## src/hdl/hash_dedup_set_insert_defines.svh

```systemverilog
// Assertion macros for the hash dedup set RTL.
`ifndef HASH_DEDUP_SET_INSERT_DEFINES_SVH
`define HASH_DEDUP_SET_INSERT_DEFINES_SVH

`ifndef SYNTH
// Check a consequent in the same cycle as its trigger.
`define HDSI_ASSERT_NOW(lbl, pre, post) \
  lbl: assert property (@(posedge clk) disable iff (!rst_n) (pre) |-> (post)) \
    else $error("hash dedup set check failed");
// Check a consequent in the cycle after its trigger.
`define HDSI_ASSERT_NEXT(lbl, pre, post) \
  lbl: assert property (@(posedge clk) disable iff (!rst_n) (pre) |=> (post)) \
    else $error("hash dedup set check failed");
`else
`define HDSI_ASSERT_NOW(lbl, pre, post)
`define HDSI_ASSERT_NEXT(lbl, pre, post)
`endif

`endif

```

## src/hdl/hdsi_pkg.sv

```systemverilog
package hdsi_pkg;

  // Field widths
  localparam int KEY_W   = 64;
  localparam int FOLD_W  = 32;
  localparam int LIMIT_W = 17;
  localparam int INDEX_W = 16;
  localparam int STAT_W  = 2;

  // Command codes
  localparam logic CMD_INSERT = 1'b0;
  localparam logic CMD_CLEAR  = 1'b1;

  // Result status codes
  localparam logic [STAT_W-1:0] ST_INSERTED  = 2'd0;
  localparam logic [STAT_W-1:0] ST_DUPLICATE = 2'd1;
  localparam logic [STAT_W-1:0] ST_FULL      = 2'd2;
  localparam logic [STAT_W-1:0] ST_CLEARED   = 2'd3;

  // Configuration port: one register, word addressed
  localparam int CFG_AW   = 3;
  localparam int CFG_LSB  = 2;
  localparam int CFG_DW   = 32;
  localparam logic [CFG_AW-1:CFG_LSB] CFG_IDX_LIMIT = 1'b0;
  localparam logic [LIMIT_W-1:0] LIMIT_RESET = 17'h10000;

  // Queue between front and back; depth is a power of two
  localparam int QUEUE_DEPTH = 2;

  typedef struct packed {
    logic full;
    logic empty;
  } q_stat_t;

endpackage

```

## src/hdl/hdsi_queue.sv

```systemverilog
module hdsi_queue #(
  parameter int W = 82
) (
  input  logic               clk,
  input  logic               rst_n,
  input  logic               push,
  input  logic [W-1:0]       wdata,
  input  logic               pop,
  output logic [W-1:0]       rdata,
  output hdsi_pkg::q_stat_t  stat
);
  import hdsi_pkg::*;

  localparam int PTR_W = $clog2(QUEUE_DEPTH);
  localparam int CNT_W = $clog2(QUEUE_DEPTH + 1);

  logic [W-1:0]     ent_r [QUEUE_DEPTH];
  logic [PTR_W-1:0] wr_ptr_r;
  logic [PTR_W-1:0] rd_ptr_r;
  logic [CNT_W-1:0] cnt_r;

  assign stat.full  = (cnt_r == CNT_W'(QUEUE_DEPTH));
  assign stat.empty = (cnt_r == '0);
  assign rdata      = ent_r[rd_ptr_r];

  // Store pushed words
  always_ff @(posedge clk) begin
    if (push) ent_r[wr_ptr_r] <= wdata;
  end

  // Advance pointers and fill count
  always_ff @(posedge clk) begin
    if (!rst_n) begin
      wr_ptr_r <= '0;
      rd_ptr_r <= '0;
      cnt_r    <= '0;
    end else begin
      if (push) wr_ptr_r <= wr_ptr_r + PTR_W'(1);
      if (pop)  rd_ptr_r <= rd_ptr_r + PTR_W'(1);
      if (push && !pop)      cnt_r <= cnt_r + CNT_W'(1);
      else if (pop && !push) cnt_r <= cnt_r - CNT_W'(1);
    end
  end

endmodule

```

## config.mk

```make
export PLATFORM = sky130hd
export DESIGN_NAME = hdsi_queue
export DESIGN_NICKNAME = d
export VERILOG_FILES = /design/src/hdl/hash_dedup_set_insert_defines.svh /design/src/hdl/hdsi_pkg.sv /design/src/hdl/hdsi_queue.sv
export SDC_FILE = /design/constraint.sdc
export NUM_CORES = 1
export LEC_CHECK = 0
export ABC_AREA = 1
export BUFFER_PORTS_ARGS = -buffer_cell sky130_fd_sc_hd__buf_4
export CAP_MARGIN = 20
export CELL_PAD_IN_SITES_DETAIL_PLACEMENT = 0
export CELL_PAD_IN_SITES_GLOBAL_PLACEMENT = 1
export CORE_MARGIN = 2
export CORE_UTILIZATION = 40
export CTS_CLUSTER_DIAMETER = 50
export DETAILED_ROUTE_END_ITERATION = 7
export GPL_ROUTABILITY_DRIVEN = 0
export HOLD_SLACK_MARGIN = 0.15
export PLACE_DENSITY = 0.73
export SLEW_MARGIN = 15
export SYNTH_ARGS = -nofsm -noshare
export SYNTH_HDL_FRONTEND = slang
export SYNTH_SLANG_ARGS = --single-unit
```

## constraint.sdc

```tcl
create_clock -name clk -period 5.4 [get_ports clk]
set_clock_uncertainty 0.2 [all_clocks]
set_input_delay 0.27 -clock clk [delete_from_list [all_inputs] [get_ports clk]]
set_output_delay 0.27 -clock clk [all_outputs]
set_load 0.005 [all_outputs]
```

==> metrics.md <==
| Metric | Value |
|---|---|
| Starting Density | `between 40 and 50%` |
| DR top layer | `met4` |
| Post-CTS Hold Buffers | `just under 90` |
| Post-CTS sizing | `0` |
| Average size of a mapped cell | `between 20 and 25 um2` |
| Max VDD drop | `0.212 mV` |
| Final period util | `56.6%` |
| WL met2 | `6.61 mm` |
| Slack of the worst reg-to-reg path | `3200 ps` |
| Worst Hold End | `rd_ptr_r` |
| Antenna cell count | `0` |
| Post-route ant nets | `0` |
| Slew Limit Fails | `0` |
| DRT iter0 DRCs | `155` |
| Crit Path Category | `reg2out` |
| Die ar. | `0.0174 mm2` |
| Sequential area share after synthesis | `76.7%` |
| CTS tree | `built` |
| Number of global-route vias before repair | `roughly 3900` |
| Hold depth | `2` |
| Crit path cell chain | `buf_4 -> mux2_4 -> buf_4` |
| GRT Resource Usage Total | `14.4%` |
| Area Overhead vs Synth | `43.9%` |
| Warnings from Yosys | `0` |
| Worst EP arrival | `2590 ps` |
| Syn Nets | `377` |
| Slew @ Worst Pin | `979 ps` |
| Sw Share | `20.2%` |
| Psw | `627 uW` |
| Met3 wire len | `647 um` |
| Fin. Hold Viols | `0` |
| Clock buffer count from CTS | `17` |
| Synth top area share | `75.2%` |
| WL/cell | `15.6 um` |
| Hold Crit Class | `reg2reg` |
| Crit-path most repeated cell | `buf_4` |
| Distinct cells, synth | `14` |
| Number of max-cap violations | `0` |
| Core Box Area | `0.0159 mm2` |
| CP startpoint kind | `flip-flop` |
| Largest net degree at the start of global routing | `53` |
| Max_slew headroom | `a little over a third` |
| Post-synth top area cell | `edfxtp_1` |
| Setup_tns | `0 ps` |
| Internal Pwr Total | `2480 uW` |
| Met1 Wirelength | `4.84 mm` |
| Hold path start | `rd_ptr_r` |
| Drt pass-1 iters | `4` |
| Detailed placer's ending HPWL | `7.53 mm` |
| CP Max Fanout | `52` |
| Post-CTS Setup Inserts | `0` |
| Clock root buffer | `clkbuf_16` |
| Clock sink count | `169` |
| Reg2Reg Depth | `3` |
| CTS Buffer Depth | `2` |
| Power Dens Cells | `329 mW/mm2` |
| Die Ht | `132 um` |
| Synth area leaders | `edfxtp_1 75%, mux2_4 18%, buf_12 2.4%` |
| Initial antenna violation count | `0` |
| Fmax | `0.327 GHz` |
| Unrepaired setup endpoints after global routing | `false` |
| DR vias | `3533` |
| Crit. End Element | `output pin` |
| First-pass GRT wire length | `19.2 mm` |
| Combinational share of power | `11.8%` |
| Reg2reg end | `ent_r[1][72]` |
| Delay of the slowest critical-path stage | `1000 ps` |
| Clock-pin slew on the worst setup and hold paths | `60 ps` |
| CP required | `4930 ps` |
| Clock share of power | `38.2%` |
| Worst skew pair latency | `410 ps` |
| # nets final | `648` |
| DRC Markers | `0` |
| Slowest stage cell, crit path | `dfxtp_4` |
| Final core utilization | `between 50% and 60%` |
| Part of the power in registers | `50.0%` |
| Pleak | `0.00376 uW` |
| Status | `completed` |
| Final wirelength | `12.3 mm` |
| Ratio of cells with drive above 1 in the final layout | `about 50%` |
| Final worst-path setup slack | `2340 ps` |
| Vias/cell | `4.48` |
| CTS H-tree depth | `4` |
| Startpoint of the worst register-to-register path | `wr_ptr_r` |
| PortBufs | `between 150 and 200` |
| IO Count | `between 150 and 200` |
| Setup violators final | `0` |
| #FFs+latches synth | `169` |
| Post-Syn Area | `between 0.006 and 0.007 mm2` |
| Period minus WS final | `3060 ps` |
| GR Overflow Total | `0` |
| Pre-CTS setup slack | `2730 ps` |
| Post-Syn Instances | `290` |
| Die Wd | `~130 um` |
| Num rows | `46` |
[power groups by stage]
stage / combinational [uW] / sequential (uW) / clock [uW]
floorplan: 178 / 1560 / 0
global placement: 312 / 1580 / 0
detailed placement: 318 / 1580 / 0
CTS: 373 / 1550 / 1220
global route: 395 / 1560 / 1260
finish: 368 / 1550 / 1180
[worst max-delay path, delay by kind of cell (launching register included)]
kind                   cells  cell delay [ps]
buffers and inverters      2              770
flip-flops                 1             1000
multiplexers               1              360
[sequential cells by signal (all words and copies together), names as in the netlist, named ones only]
name	count
ent_r	164
cnt_r	2
rd_ptr_r	1
wr_ptr_r	1
[how the worst max path moves through the flow]
| stage | startpoint | to |
|---|---|---|
| 2_1_floorplan | push | ent_r[0][0] |
| 4_1_cts | flip-flop | rdata[26] |
| 6_report | flip-flop | rdata[26] |
| 5_1_grt | flip-flop | rdata[26] |
| 3_5_place_dp | flip-flop | rdata[26] |
| 3_3_place_gp | flip-flop | rdata[26] |
[synthesized netlist by cell type]
library cell,n
buf_6,1
mux2_4,80
ha_1,1
edfxtp_1,164
buf_12,8
nand2_1,8
nand4_1,1
nand3_1,1
dfxtp_1,5
a21oi_1,1
nor2_1,9
inv_1,8
mux2_2,2
o21ai_0,1
[layer usage]
layer  track usage (%)  vias to the layer above
li1                  -                     1671
met5                 0                        -
met3              4.69                       17
met2              25.7                      107
met4              5.98                        0
met1              15.8                     1738
[metrics by stage]
stage                     std cells  instance area, um2  total power [uW]  hold WS [ps]
after floorplan                 290                6550              1740           169
after global placement          670                7960              1890           255
after detailed placement        670                7960              1900           258
after CTS                       789                9420              3140           340
after global routing            789                9420              3210           362
final                           789                9420              3100           332
[area by class of cell]
| type | instances | area, um2 |
|---|---|---|
| fill | 1219 | 6520 |
| sequential | 169 | 5030 |
| timing repair buffer | 261 | 2180 |
| multi-input combinational | 104 | 1330 |
| clock buffer | 17 | 425 |
| tap | 216 | 270 |
| clock inverter | 14 | 156 |
| inverter | 8 | 31.3 |
[cells by family (layout without fill, tap and decap cells)]
group / Yosys count / after routing / synth area share (%)
multiplexers: 82 / 82 / 18.7
AND/OR/NAND/NOR: 19 / 19 / 1.15
flip-flops: 169 / 169 / 76.7
AO/OA/AOI/OAI: 2 / 2 / 0.153
buffers and inverters: 17 / 300 / 3.08
adder cells (fa/ha/maj): 1 / 1 / 0.191
[cell usage in the layout (no fill, tap or decap), drive strengths merged, types with 2 or more instances in the layout]
master         n
clkinv         9
edfxtp       164
clkinvlp       2
bufinv         3
dlygate4sd3   88
inv            8
mux2          82
dfxtp          5
nor2           9
nand2          8
buf          173
clkbuf        17
(Power assumes the default switching activity.)
