[config.mk]
export PLATFORM = sky130hd
export DESIGN_NAME = hdsi_front_flat
export DESIGN_NICKNAME = d
export VERILOG_FILES = /design/src/hdl/hash_dedup_set_insert_defines.svh /design/src/hdl/hdsi_pkg.sv /design/src/hdl/hdsi_in_if.sv /design/src/hdl/hdsi_front.sv /design/src/flat_wrapper.sv
export SDC_FILE = /design/constraint.sdc
export NUM_CORES = 1
export LEC_CHECK = 0
export BUFFER_PORTS_ARGS = -buffer_cell sky130_fd_sc_hd__buf_2
export CORE_AREA = 2 2 60 62
export DETAILED_ROUTE_END_ITERATION = 8
export DIE_AREA = 0 0 62 64
export PLACE_DENSITY = 0.73
export SYNTH_ARGS = -nofsm -noshare
export SYNTH_HDL_FRONTEND = slang
export SYNTH_SLANG_ARGS = --single-unit
[constraint.sdc]
create_clock -name vclk -period 0.8
set_input_delay 0.16 -clock vclk [all_inputs]
set_output_delay 0.16 -clock vclk [all_outputs]
set_load 0.02 [all_outputs]
[src/hdl/hash_dedup_set_insert_defines.svh]
// Assertion macros for the hash dedup set RTL.
`ifndef HASH_DEDUP_SET_INSERT_DEFINES_SVH
`define HASH_DEDUP_SET_INSERT_DEFINES_SVH

`ifndef SYNTH
// Check a consequent in the same cycle as its trigger.
`define HDSI_ASSERT_NOW(lbl, pre, post) \
  lbl: assert property (@(posedge clk) disable iff (!rst_n) (pre) |-> (post)) \
    else $error("hash dedup set check failed");
// Check a consequent in the cycle after its trigger.
`define HDSI_ASSERT_NEXT(lbl, pre, post) \
  lbl: assert property (@(posedge clk) disable iff (!rst_n) (pre) |=> (post)) \
    else $error("hash dedup set check failed");
`else
`define HDSI_ASSERT_NOW(lbl, pre, post)
`define HDSI_ASSERT_NEXT(lbl, pre, post)
`endif

`endif

[src/hdl/hdsi_pkg.sv]
package hdsi_pkg;

  // Field widths
  localparam int KEY_W   = 64;
  localparam int FOLD_W  = 32;
  localparam int LIMIT_W = 17;
  localparam int INDEX_W = 16;
  localparam int STAT_W  = 2;

  // Command codes
  localparam logic CMD_INSERT = 1'b0;
  localparam logic CMD_CLEAR  = 1'b1;

  // Result status codes
  localparam logic [STAT_W-1:0] ST_INSERTED  = 2'd0;
  localparam logic [STAT_W-1:0] ST_DUPLICATE = 2'd1;
  localparam logic [STAT_W-1:0] ST_FULL      = 2'd2;
  localparam logic [STAT_W-1:0] ST_CLEARED   = 2'd3;

  // Configuration port: one register, word addressed
  localparam int CFG_AW   = 3;
  localparam int CFG_LSB  = 2;
  localparam int CFG_DW   = 32;
  localparam logic [CFG_AW-1:CFG_LSB] CFG_IDX_LIMIT = 1'b0;
  localparam logic [LIMIT_W-1:0] LIMIT_RESET = 17'h10000;

  // Queue between front and back; depth is a power of two
  localparam int QUEUE_DEPTH = 2;

  typedef struct packed {
    logic full;
    logic empty;
  } q_stat_t;

endpackage

[src/hdl/hdsi_in_if.sv]
interface hdsi_in_if;
  logic        valid;
  logic        ready;
  logic        cmd;
  logic [63:0] key;

  modport source (output valid, output cmd, output key, input ready);
  modport sink (input valid, input cmd, input key, output ready);
endinterface

[src/hdl/hdsi_front.sv]
module hdsi_front #(
  parameter int TABLE_SLOTS = 131072
) (
  input  logic                                           clk,
  input  logic                                           rst_n,
  input  logic                                           init_busy,
  hdsi_in_if.sink                                        in_ch,
  input  hdsi_pkg::q_stat_t                              q_stat,
  output logic                                           q_push,
  output logic [$clog2(TABLE_SLOTS)+hdsi_pkg::KEY_W:0]   q_wdata
);
  import hdsi_pkg::*;

  localparam int  SLOT_W     = $clog2(TABLE_SLOTS);
  localparam bit  SLOTS_POW2 = ((TABLE_SLOTS & (TABLE_SLOTS - 1)) == 0);

  logic [FOLD_W-1:0] fold;

  // Fold the key halves together
  assign fold = in_ch.key[FOLD_W-1:0] ^ in_ch.key[KEY_W-1:FOLD_W];

  if (SLOTS_POW2) begin : g_mask
    // Start slot is the low bits of the fold
    assign in_ch.ready = !init_busy && !q_stat.full;
    assign q_push      = in_ch.valid && in_ch.ready;
    assign q_wdata     = {in_ch.cmd, in_ch.key, fold[SLOT_W-1:0]};
  end else begin : g_reduce
    // Reduce the fold modulo the table size by reciprocal multiplication:
    // estimate the quotient, subtract its multiple, then correct once
    localparam logic [FOLD_W-1:0] DIV_C = FOLD_W'(TABLE_SLOTS);
    localparam logic [FOLD_W-1:0] RECIP =
      FOLD_W'((64'd1 << FOLD_W) / 64'(TABLE_SLOTS));

    logic                busy_r;
    logic [1:0]          step_r;
    logic                cmd_r;
    logic [KEY_W-1:0]    key_r;
    logic [FOLD_W-1:0]   fold_r;
    logic [2*FOLD_W-1:0] prod_r;
    logic [FOLD_W-1:0]   rem_r;
    logic [FOLD_W-1:0]   rem_fix;
    logic                last;

    assign rem_fix     = (rem_r >= DIV_C) ? (rem_r - DIV_C) : rem_r;
    assign last        = (step_r == 2'd2);
    assign in_ch.ready = !init_busy && !busy_r;
    assign q_push      = busy_r && last && !q_stat.full;
    assign q_wdata     = {cmd_r, key_r, rem_fix[SLOT_W-1:0]};

    always_ff @(posedge clk) begin
      if (!rst_n) begin
        busy_r <= 1'b0;
        step_r <= '0;
      end else if (in_ch.valid && in_ch.ready) begin
        busy_r <= 1'b1;
        step_r <= '0;
        cmd_r  <= in_ch.cmd;
        key_r  <= in_ch.key;
        fold_r <= fold;
      end else if (busy_r) begin
        // Advance: multiply, subtract, then hold until the queue takes the word
        if (!last) step_r <= step_r + 2'd1;
        else if (!q_stat.full) busy_r <= 1'b0;
        prod_r <= (2*FOLD_W)'(fold_r) * (2*FOLD_W)'(RECIP);
        rem_r  <= fold_r - prod_r[2*FOLD_W-1:FOLD_W] * DIV_C;
      end
    end
  end

endmodule

[src/flat_wrapper.sv]
// flat-port wrapper written by rule: the top's interface ports become plain ports
module hdsi_front_flat import hdsi_pkg::*;
#(
  parameter int TABLE_SLOTS = 131072
)
  (clk, rst_n, init_busy, q_stat, q_push, q_wdata, in_ch_valid, in_ch_cmd, in_ch_key, in_ch_ready);
  hdsi_in_if in_ch_i ();
  input  logic clk;
  input  logic rst_n;
  input  logic init_busy;
  input  hdsi_pkg::q_stat_t q_stat;
  output logic q_push;
  output logic [$clog2(TABLE_SLOTS)+hdsi_pkg::KEY_W:0] q_wdata;
  input wire logic [$bits(in_ch_i.valid)-1:0] in_ch_valid;
  input wire logic [$bits(in_ch_i.cmd)-1:0] in_ch_cmd;
  input wire logic [$bits(in_ch_i.key)-1:0] in_ch_key;
  output wire logic [$bits(in_ch_i.ready)-1:0] in_ch_ready;
  assign in_ch_i.valid = in_ch_valid;
  assign in_ch_i.cmd = in_ch_cmd;
  assign in_ch_i.key = in_ch_key;
  assign in_ch_ready = in_ch_i.ready;
  hdsi_front #(.TABLE_SLOTS(TABLE_SLOTS)) u_core (.clk(clk), .rst_n(rst_n), .init_busy(init_busy), .in_ch(in_ch_i), .q_stat(q_stat), .q_push(q_push), .q_wdata(q_wdata));
endmodule
==> results of run 1 <==
==> cell families after synthesis <==
group,after synthesis,synth area share [%]
buffers and inverters,65,74.7
xor gates and xnor gates,17,22.8
and+or+nand+nor,2,2.49
==> routing by layer <==
metal	track usage, %	up-vias
met5	0	-
li1	-	239
met1	3.51	200
met3	3.85	28
met4	7.18	0
met2	10.8	64
==> power groups by stage <==
stage / Sequential, mW / Clock [mW] / Combinational, mW
final: 0 / 0 / 0.610
after global routing: 0 / 0 / 0.663
after CTS: 0 / 0 / 0.605
after detailed placement: 0 / 0 / 0.603
after global placement: 0 / 0 / 0.601
after floorplan: 0 / 0 / 0.658
==> metrics by stage <==
stage / cells / utilization [%] / hold slack, ns
2_1_floorplan: 84 / - / 0.371
3_3_place_gp: 155 / 20.5 / 0.320
3_5_place_dp: 155 / 20.5 / 0.320
4_1_cts: 155 / 20.5 / 0.320
5_1_grt: 155 / 21.0 / 0.320
6_report: 155 / 21.0 / 0.320
==> worst paths after layout <==
| kind | cells past startpoint | slack, ns | startpoint | end |
|---|---|---|---|---|
| worst max-delay path | 3 | 0.03 | in_ch_key[37] | q_wdata[5] |
| worst min-delay path | 0 | 0.32 | in_ch_key[19] | q_wdata[36] |
==> final cells by class <==
| type | instances | area, um2 | share of cell area (%) |
|---|---|---|---|
| Multi-Input combinational cell | 19 | 173 | 25.1 |
| Tap cell | 46 | 57.6 | 8.36 |
| Timing Repair Buffer | 90 | 458 | 66.5 |
==> cells in the final DEF, fill, tap and decap left out <==
master   Yosys  routed
buf_2        0      87
nor3b_2      1       1
xor2_2       0       1
xor2_1      17      16
nor2_1       1       1
buf_4       65       3
==> results.py, run 1 <==
metrics = {
    "drt": {
        "drc": 0,
        "ant_nets": 0,
        "drtIter0Drc": 2,
        "first_pass_iters": 2,
        "num_vias": 531,
        "wirelength_met1_um": 313,
        "drt-wirelength-per-cell_um": 10.0,
        "viasPerCell": 3.43,
        "drt-total-wl_um": 1560,
        "wl_met3_um": 408,
        "top_layer": "met4",
        "dr_wl_met2_um": 676,
    },
    "critical_path": {
        "worstSetupPathType": "in -> out",
        "slowest_stage": "xor2_2",
        "worst-path-buf-inv": 2,
        "critPathTopFamily": "buffers and inverters",
        "critical_path.cell_chain": "buf_2, xor2_2, buf_4",
        "critPathArrivalTime_ns": 0.61,
        "critPathRequiredTime_ns": 0.64,
        "path_max_fanout": 2,
        "startpoint_type": "primary input",
        "critPathCaptureType": "primary output",
        "critPathMaxStageDelay_ns": 0.16,
    },
    "grt": {
        "first_global_vias": 456,
        "grt_max_degree": 3,
        "antenna_found_initial": 0,
        "grtUsageTotal_pct": 6.25,
        "gr-total-overflow": 0,
        "grt_pass1_wl_um": 1930,
    },
    "power_and_ir_drop": {
        "switching_share_pct": 61.9,
        "power_mw": 0.610,
        "combPwrFrac_pct": 100.0,
        "leakage_nw": 0.438,
        "clkPwrFrac_pct": 0,
        "vdd_drop_max_v": 0.000210,
        "powerDensity_nw_per_um2": 887,
        "pwr-share-seq_pct": 0,
        "switchingPower_mw": 0.378,
        "internal_power_mw": 0.232,
    },
    "floorplan": {
        "fp.dieH_um": 64,
        "start_util_pct": 19.9,
        "core.rowCount": 21,
        "coreArea_um2": 3280,
        "die_w_um": 62,
        "fp.dieArea_um2": 3970,
        "num_io_pins": 155,
    },
    "final_layout": {
        "area_growth_pct": 5.36,
        "register_area_um2": 0,
        "layout-drive-gt1-share_pct": 84.4,
        "n_clock_buffer": 0,
        "finalInstanceArea_um2": 688,
        "antennaDiodeCount": 0,
        "fillCellCount": 375,
        "fin_nets": 182,
        "nFlopsAndLatches": 0,
    },
    "placed_design": {
        "gp_congestion": 0.594,
        "port_buffers": 90,
        "postPlaceCellArea_um2": 673,
        "place.detailed.hpwl_um": 1440,
        "preCtsSetupSlack_ns": 0.0223,
    },
    "timing": {
        "setup_slack_ns": 0.0349,
        "fin_crit_sh_pct": 95.6,
        "rsz0062_at_grt": "no",
        "fin_crit_ns": 0.765,
        "slew_headroom_pct": 91.1,
        "setup_viol": 0,
        "tightest_slew_ns": 0.132,
        "clock.fmax_mhz": 1310,
        "hold_viol_final": 0,
        "slew_viol_final": 0,
        "final.setup.tns_ns": 0,
    },
    "cts": {
        "cts.repair.resized": 0,
        "ctsHoldBuffers": 0,
        "post_cts_buffers": 0,
    },
    "logic_synthesis": {
        "synth_warnings": 0,
        "synthDistinctLibCells": 4,
        "seq_area_frac_synth_pct": 0,
        "yosysTopAreaCellShare_pct": 74.7,
        "syn_area_um2": 653,
        "avgSynthCellArea_um2": 7.78,
        "ys_top_cells_by_area": "buf_4, xor2_1, nor3b_2, nor2_1",
        "yosys.area.top_type": "buf_4",
        "postSynthCellCount": 84,
        "synth_most_common_cell": "buf_4",
        "synth_nets": 155,
        "synth_top_cells_by_count": "buf_4, xor2_1, nor2_1, nor3b_2",
    },
    "status": {
        "status": "finished, final reports clean",
    },
    "min_path": {
        "hp-class": "in -> out",
    },
    "job": {
        "drv_cap": 0,
    },
}
Note: power is estimated with default switching activity, not from simulation.
==> inputs of run 2 (changes only) <==
--- a/config.mk
+++ b/config.mk
@@ -5,11 +5,12 @@
 export SDC_FILE = /design/constraint.sdc
 export NUM_CORES = 1
 export LEC_CHECK = 0
+export ABC_AREA = 1
 export BUFFER_PORTS_ARGS = -buffer_cell sky130_fd_sc_hd__buf_2
-export CORE_AREA = 2 2 60 62
+export CORE_MARGIN = 5
+export CORE_UTILIZATION = 26
 export DETAILED_ROUTE_END_ITERATION = 8
-export DIE_AREA = 0 0 62 64
-export PLACE_DENSITY = 0.73
+export PLACE_DENSITY = 0.84
 export SYNTH_ARGS = -nofsm -noshare
 export SYNTH_HDL_FRONTEND = slang
 export SYNTH_SLANG_ARGS = --single-unit
==> run 2 against run 1 <==
Cell count increased by 26%. Design area increased by 32%. Die area rose by 4.4%. Synthesized cell count increased by 65%. Combinational power is 11% higher. Maximum frequency is 1.0% lower. First-iteration DRC count rose to 6.5 times the previous value. Total power grew 11%. Critical path type unchanged.
==> results.py, run 2 <==
metrics = {
    "status": {
        "status": "finished, final reports clean",
    },
    "final_layout": {
        "fin_nets": 237,
        "fillCellCount": 313,
        "stdcell_count": 195,
        "finalInstanceArea_um2": 906,
        "final_common_cell": "buf_2",
        "fin_util_pct": 32.3,
        "nFlopsAndLatches": 0,
        "layout-drive-gt1-share_pct": 67.1,
        "area_growth_pct": 17.9,
        "n_clock_buffer": 0,
        "register_area_um2": 0,
        "antennaDiodeCount": 0,
        "multiInputGateArea_um2": 249,
        "mostFrequentLayoutCells": "buf_2, nor2_1, inv_1",
    },
    "logic_synthesis": {
        "seq_area_frac_synth_pct": 0,
        "syn_area_um2": 768,
        "synth_warnings": 0,
        "yosysTopAreaCellShare_pct": 63.5,
        "yosys.area.top_type": "buf_4",
        "synthDistinctLibCells": 5,
        "postSynthCellCount": 139,
        "ys_top_cells_by_area": "buf_4, nor2_1, inv_1, nand2_1, nor2_2",
        "synth_top_cells_by_count": "buf_4, nor2_1, inv_1",
        "synth_most_common_cell": "buf_4",
        "synth_nets": 210,
        "avgSynthCellArea_um2": 5.53,
    },
    "placed_design": {
        "port_buffers": 90,
        "place.detailed.hpwl_um": 1620,
        "gp_congestion": 0.602,
        "dpl.cell_count": 195,
        "preCtsSetupSlack_ns": 0.0247,
        "postPlaceCellArea_um2": 769,
    },
    "floorplan": {
        "start_util_pct": 27.4,
        "die_w_um": 64.4,
        "coreArea_um2": 2810,
        "fp.dieArea_um2": 4140,
        "core.rowCount": 19,
        "num_io_pins": 155,
        "fp.dieH_um": 64.4,
    },
    "timing": {
        "fin_crit_sh_pct": 96.6,
        "tightest_slew_ns": 0.129,
        "hold_viol_final": 0,
        "setup_viol": 0,
        "slew_viol_final": 0,
        "clock.fmax_mhz": 1290,
        "setup_slack_ns": 0.0272,
        "slew_headroom_pct": 91.4,
        "fin_crit_ns": 0.773,
    },
    "drt": {
        "drtIter0Drc": 13,
        "ant_nets": 0,
        "drt-total-wl_um": 1960,
        "drt-wirelength-per-cell_um": 10.1,
        "drc": 0,
        "viasPerCell": 3.90,
        "first_pass_iters": 4,
        "num_vias": 760,
    },
    "critical_path": {
        "critPathRequiredTime_ns": 0.64,
        "worst-path-buf-inv": 3,
        "critical_path.cell_chain": "buf_2, nand2_2, inv_1, nor2_1, buf_4",
        "worstSetupPathType": "in -> out",
        "startpoint_type": "primary input",
        "critPathArrivalTime_ns": 0.61,
        "slowest_stage": "buf_4",
        "critPathTopFamily": "buffers and inverters",
        "critPathMaxStageDelay_ns": 0.15,
        "critPathCaptureType": "primary output",
        "path_max_fanout": 3,
    },
    "power_and_ir_drop": {
        "powerDensity_nw_per_um2": 751,
        "leakage_nw": 0.643,
        "vdd_drop_max_v": 0.000234,
    },
    "cts": {
        "post_cts_buffers": 0,
        "cts.repair.resized": 0,
        "ctsHoldBuffers": 0,
    },
    "grt": {
        "first_global_vias": 665,
        "grtUsageTotal_pct": 7.68,
        "grt_max_degree": 4,
        "grt_pass1_wl_um": 2830,
        "gr-total-overflow": 0,
        "antenna_found_initial": 0,
    },
    "min_path": {
        "hp-class": "in -> out",
    },
    "job": {
        "drv_cap": 0,
    },
}
-- run 2: cell types whose count changed after synthesis --
cell | before | now
nand2_1 | 0 | 18
xor2_1 | 17 | 0
inv_1 | 0 | 21
nor2_1 | 1 | 34
nor2_2 | 0 | 1
nor3b_2 | 1 | 0
-- run 2: path summary, 6_finish.rpt --
kind / startpoint / end / depth (start not counted)
setup / recovery: in_ch_key[34] / q_wdata[2] / 5
hold / removal: in_ch_key[28] / q_wdata[45] / 0
-- run 2: area by class of cell --
cell class,instances,share of cell area [%]
inverters,21,8.70
multi-input cells,53,27.5
repair buffers,90,59.5
well taps,31,4.28
-- run 2: power breakdown --
part           internal [mW]  switching [mW]  total [mW]
clock                      0               0           0
combinational          0.281           0.399       0.680
sequential                 0               0           0
total                  0.281           0.399       0.680
-- run 2: cell families after synthesis --
family,synth area share (%)
buffers and inverters,73.8
and+or+nand+nor,26.2
-- run 2: layer usage --
metal	vias to the layer above	wire, um	track usage, %
li1	383	-	-
met3	18	280	1.75
met1	305	509	7.64
met4	0	88	4.49
met2	54	1090	14.4
met5	-	0	0
-- run 2: through the flow --
step | setup TNS, ns | power (mW) | hold slack [ns]
finish | 0 | 0.680 | 0.320
global placement | 0 | 0.581 | 0.320
detailed placement | 0 | 0.590 | 0.320
CTS | 0 | 0.591 | 0.320
floorplan | 0 | 0.658 | 0.426
global route | -0.0549 | 0.739 | 0.320
==> inputs of run 3 (changes only) <==
--- a/config.mk
+++ b/config.mk
@@ -6,7 +6,7 @@
 export NUM_CORES = 1
 export LEC_CHECK = 0
 export ABC_AREA = 1
-export BUFFER_PORTS_ARGS = -buffer_cell sky130_fd_sc_hd__buf_2
+export BUFFER_PORTS_ARGS = -buffer_cell sky130_fd_sc_hd__buf_4
 export CORE_MARGIN = 5
 export CORE_UTILIZATION = 26
 export DETAILED_ROUTE_END_ITERATION = 8
==> run 3 against run 2 <==
Critical path depth unchanged. Critical endpoint is now q_wdata[5]. Worst setup slack improved by 0.0054 ns. Design area grew 16%. Wire length grew 1.6%.
==> results.py, run 3 (same netlist as run 2, synthesis figures left out) <==
metrics = {
    "job": {
        "drv_cap": 0,
    },
    "critical_path": {
        "worst-path-buf-inv": 3,
        "critPathMaxStageDelay_ns": 0.15,
        "worstSetupPathType": "in -> out",
        "critPathTopFamily": "buffers and inverters",
        "critPathCaptureType": "primary output",
        "cp_common_cell": "buf_4",
        "slowest_stage": "buf_4",
        "path_max_fanout": 3,
        "critical_path.cell_chain": "buf_4, nand2_2, inv_1, nor2_1, buf_4",
        "critPathArrivalTime_ns": 0.61,
        "critPathRequiredTime_ns": 0.64,
        "critical_path_cell_count": 5,
        "startpoint_type": "primary input",
    },
    "timing": {
        "hold_viol_final": 0,
        "slew_viol_final": 0,
        "clock.fmax_mhz": 1300,
        "final.setup.tns_ns": 0,
        "tightest_slew_ns": 0.135,
        "holdWs_ns": 0.320,
        "fin_crit_ns": 0.767,
        "setup_viol": 0,
        "slew_headroom_pct": 91.0,
        "fin_crit_sh_pct": 95.9,
    },
    "grt": {
        "antenna_found_initial": 0,
        "gr-total-overflow": 0,
        "grtUsageTotal_pct": 7.71,
        "first_global_vias": 665,
        "grt_max_degree": 4,
        "grt_pass1_wl_um": 2810,
    },
    "final_layout": {
        "register_area_um2": 0,
        "n_clock_buffer": 0,
        "mostFrequentLayoutCells": "buf_4, nor2_1, inv_1",
        "layout-drive-gt1-share_pct": 64.6,
        "multiInputGateArea_um2": 234,
        "fin_nets": 237,
        "nFlopsAndLatches": 0,
        "antennaDiodeCount": 0,
        "final_common_cell": "buf_4",
        "fillCellCount": 305,
        "fin_util_pct": 37.4,
        "area_growth_pct": 36.6,
    },
    "power_and_ir_drop": {
        "leakage_nw": 0.696,
        "powerDensity_nw_per_um2": 735,
        "vdd_drop_max_v": 0.000262,
        "power_mw": 0.772,
    },
    "floorplan": {
        "core.rowCount": 19,
        "coreArea_um2": 2810,
        "fp.dieH_um": 64.4,
        "num_io_pins": 155,
        "fp.dieArea_um2": 4140,
        "start_util_pct": 27.4,
        "die_w_um": 64.4,
    },
    "placed_design": {
        "port_buffers": 90,
        "place.detailed.hpwl_um": 1760,
        "gp_congestion": 0.728,
    },
    "cts": {
        "ctsHoldBuffers": 0,
    },
    "drt": {
        "viasPerCell": 3.95,
        "drt-total-wl_um": 2000,
        "drtIter0Drc": 7,
        "first_pass_iters": 4,
        "drc": 0,
        "ant_nets": 0,
        "drt-wirelength-per-cell_um": 10.2,
        "num_vias": 771,
    },
    "status": {
        "status": "finished, final reports clean",
    },
    "min_path": {
        "whs_path_depth": 0,
        "hp-class": "in -> out",
    },
}
## run 3: area by class of cell
| type | count | area share [%] |
|---|---|---|
| Inverter | 21 | 7.51 |
| Multi-Input combinational cell | 53 | 22.3 |
| Tap cell | 31 | 3.69 |
| Timing Repair Buffer | 90 | 66.5 |
## run 3: routing by layer
metal  vias up  global-route usage (%)  share of wire [%]
li1        383                       -                  -
met1       316                    5.89                 24
met2        54                    15.6                 55
met3        18                    3.33                 16
met4         0                    4.49                4.4
met5         -                       0                  0
## run 3: worst paths after layout
check                          from     endpoint  slack (ns)
worst max-delay path   in_ch_key[5]   q_wdata[5]        0.03
worst min-delay path  in_ch_key[20]  q_wdata[37]        0.32
## run 3: what timing repair did
item,CTS,global route
setup endpoints to repair,0,6
setup buffers,0,0
gates resized for setup,0,22
## run 3: power by group
group | switching, mW | internal (mW) | total [mW]
Combinational | 0.399 | 0.373 | 0.772
Sequential | 0 | 0 | 0
Clock | 0 | 0 | 0
Total | 0.399 | 0.373 | 0.772
## run 3: through the flow
stage,std cells,instance area [um2],setup WS (ns)
after floorplan,139,768,0.126
final,195,1050,0.0325
after global routing,195,1050,-0.0146
after detailed placement,195,995,0.0404
after CTS,195,995,0.0372
after global placement,195,995,0.0448
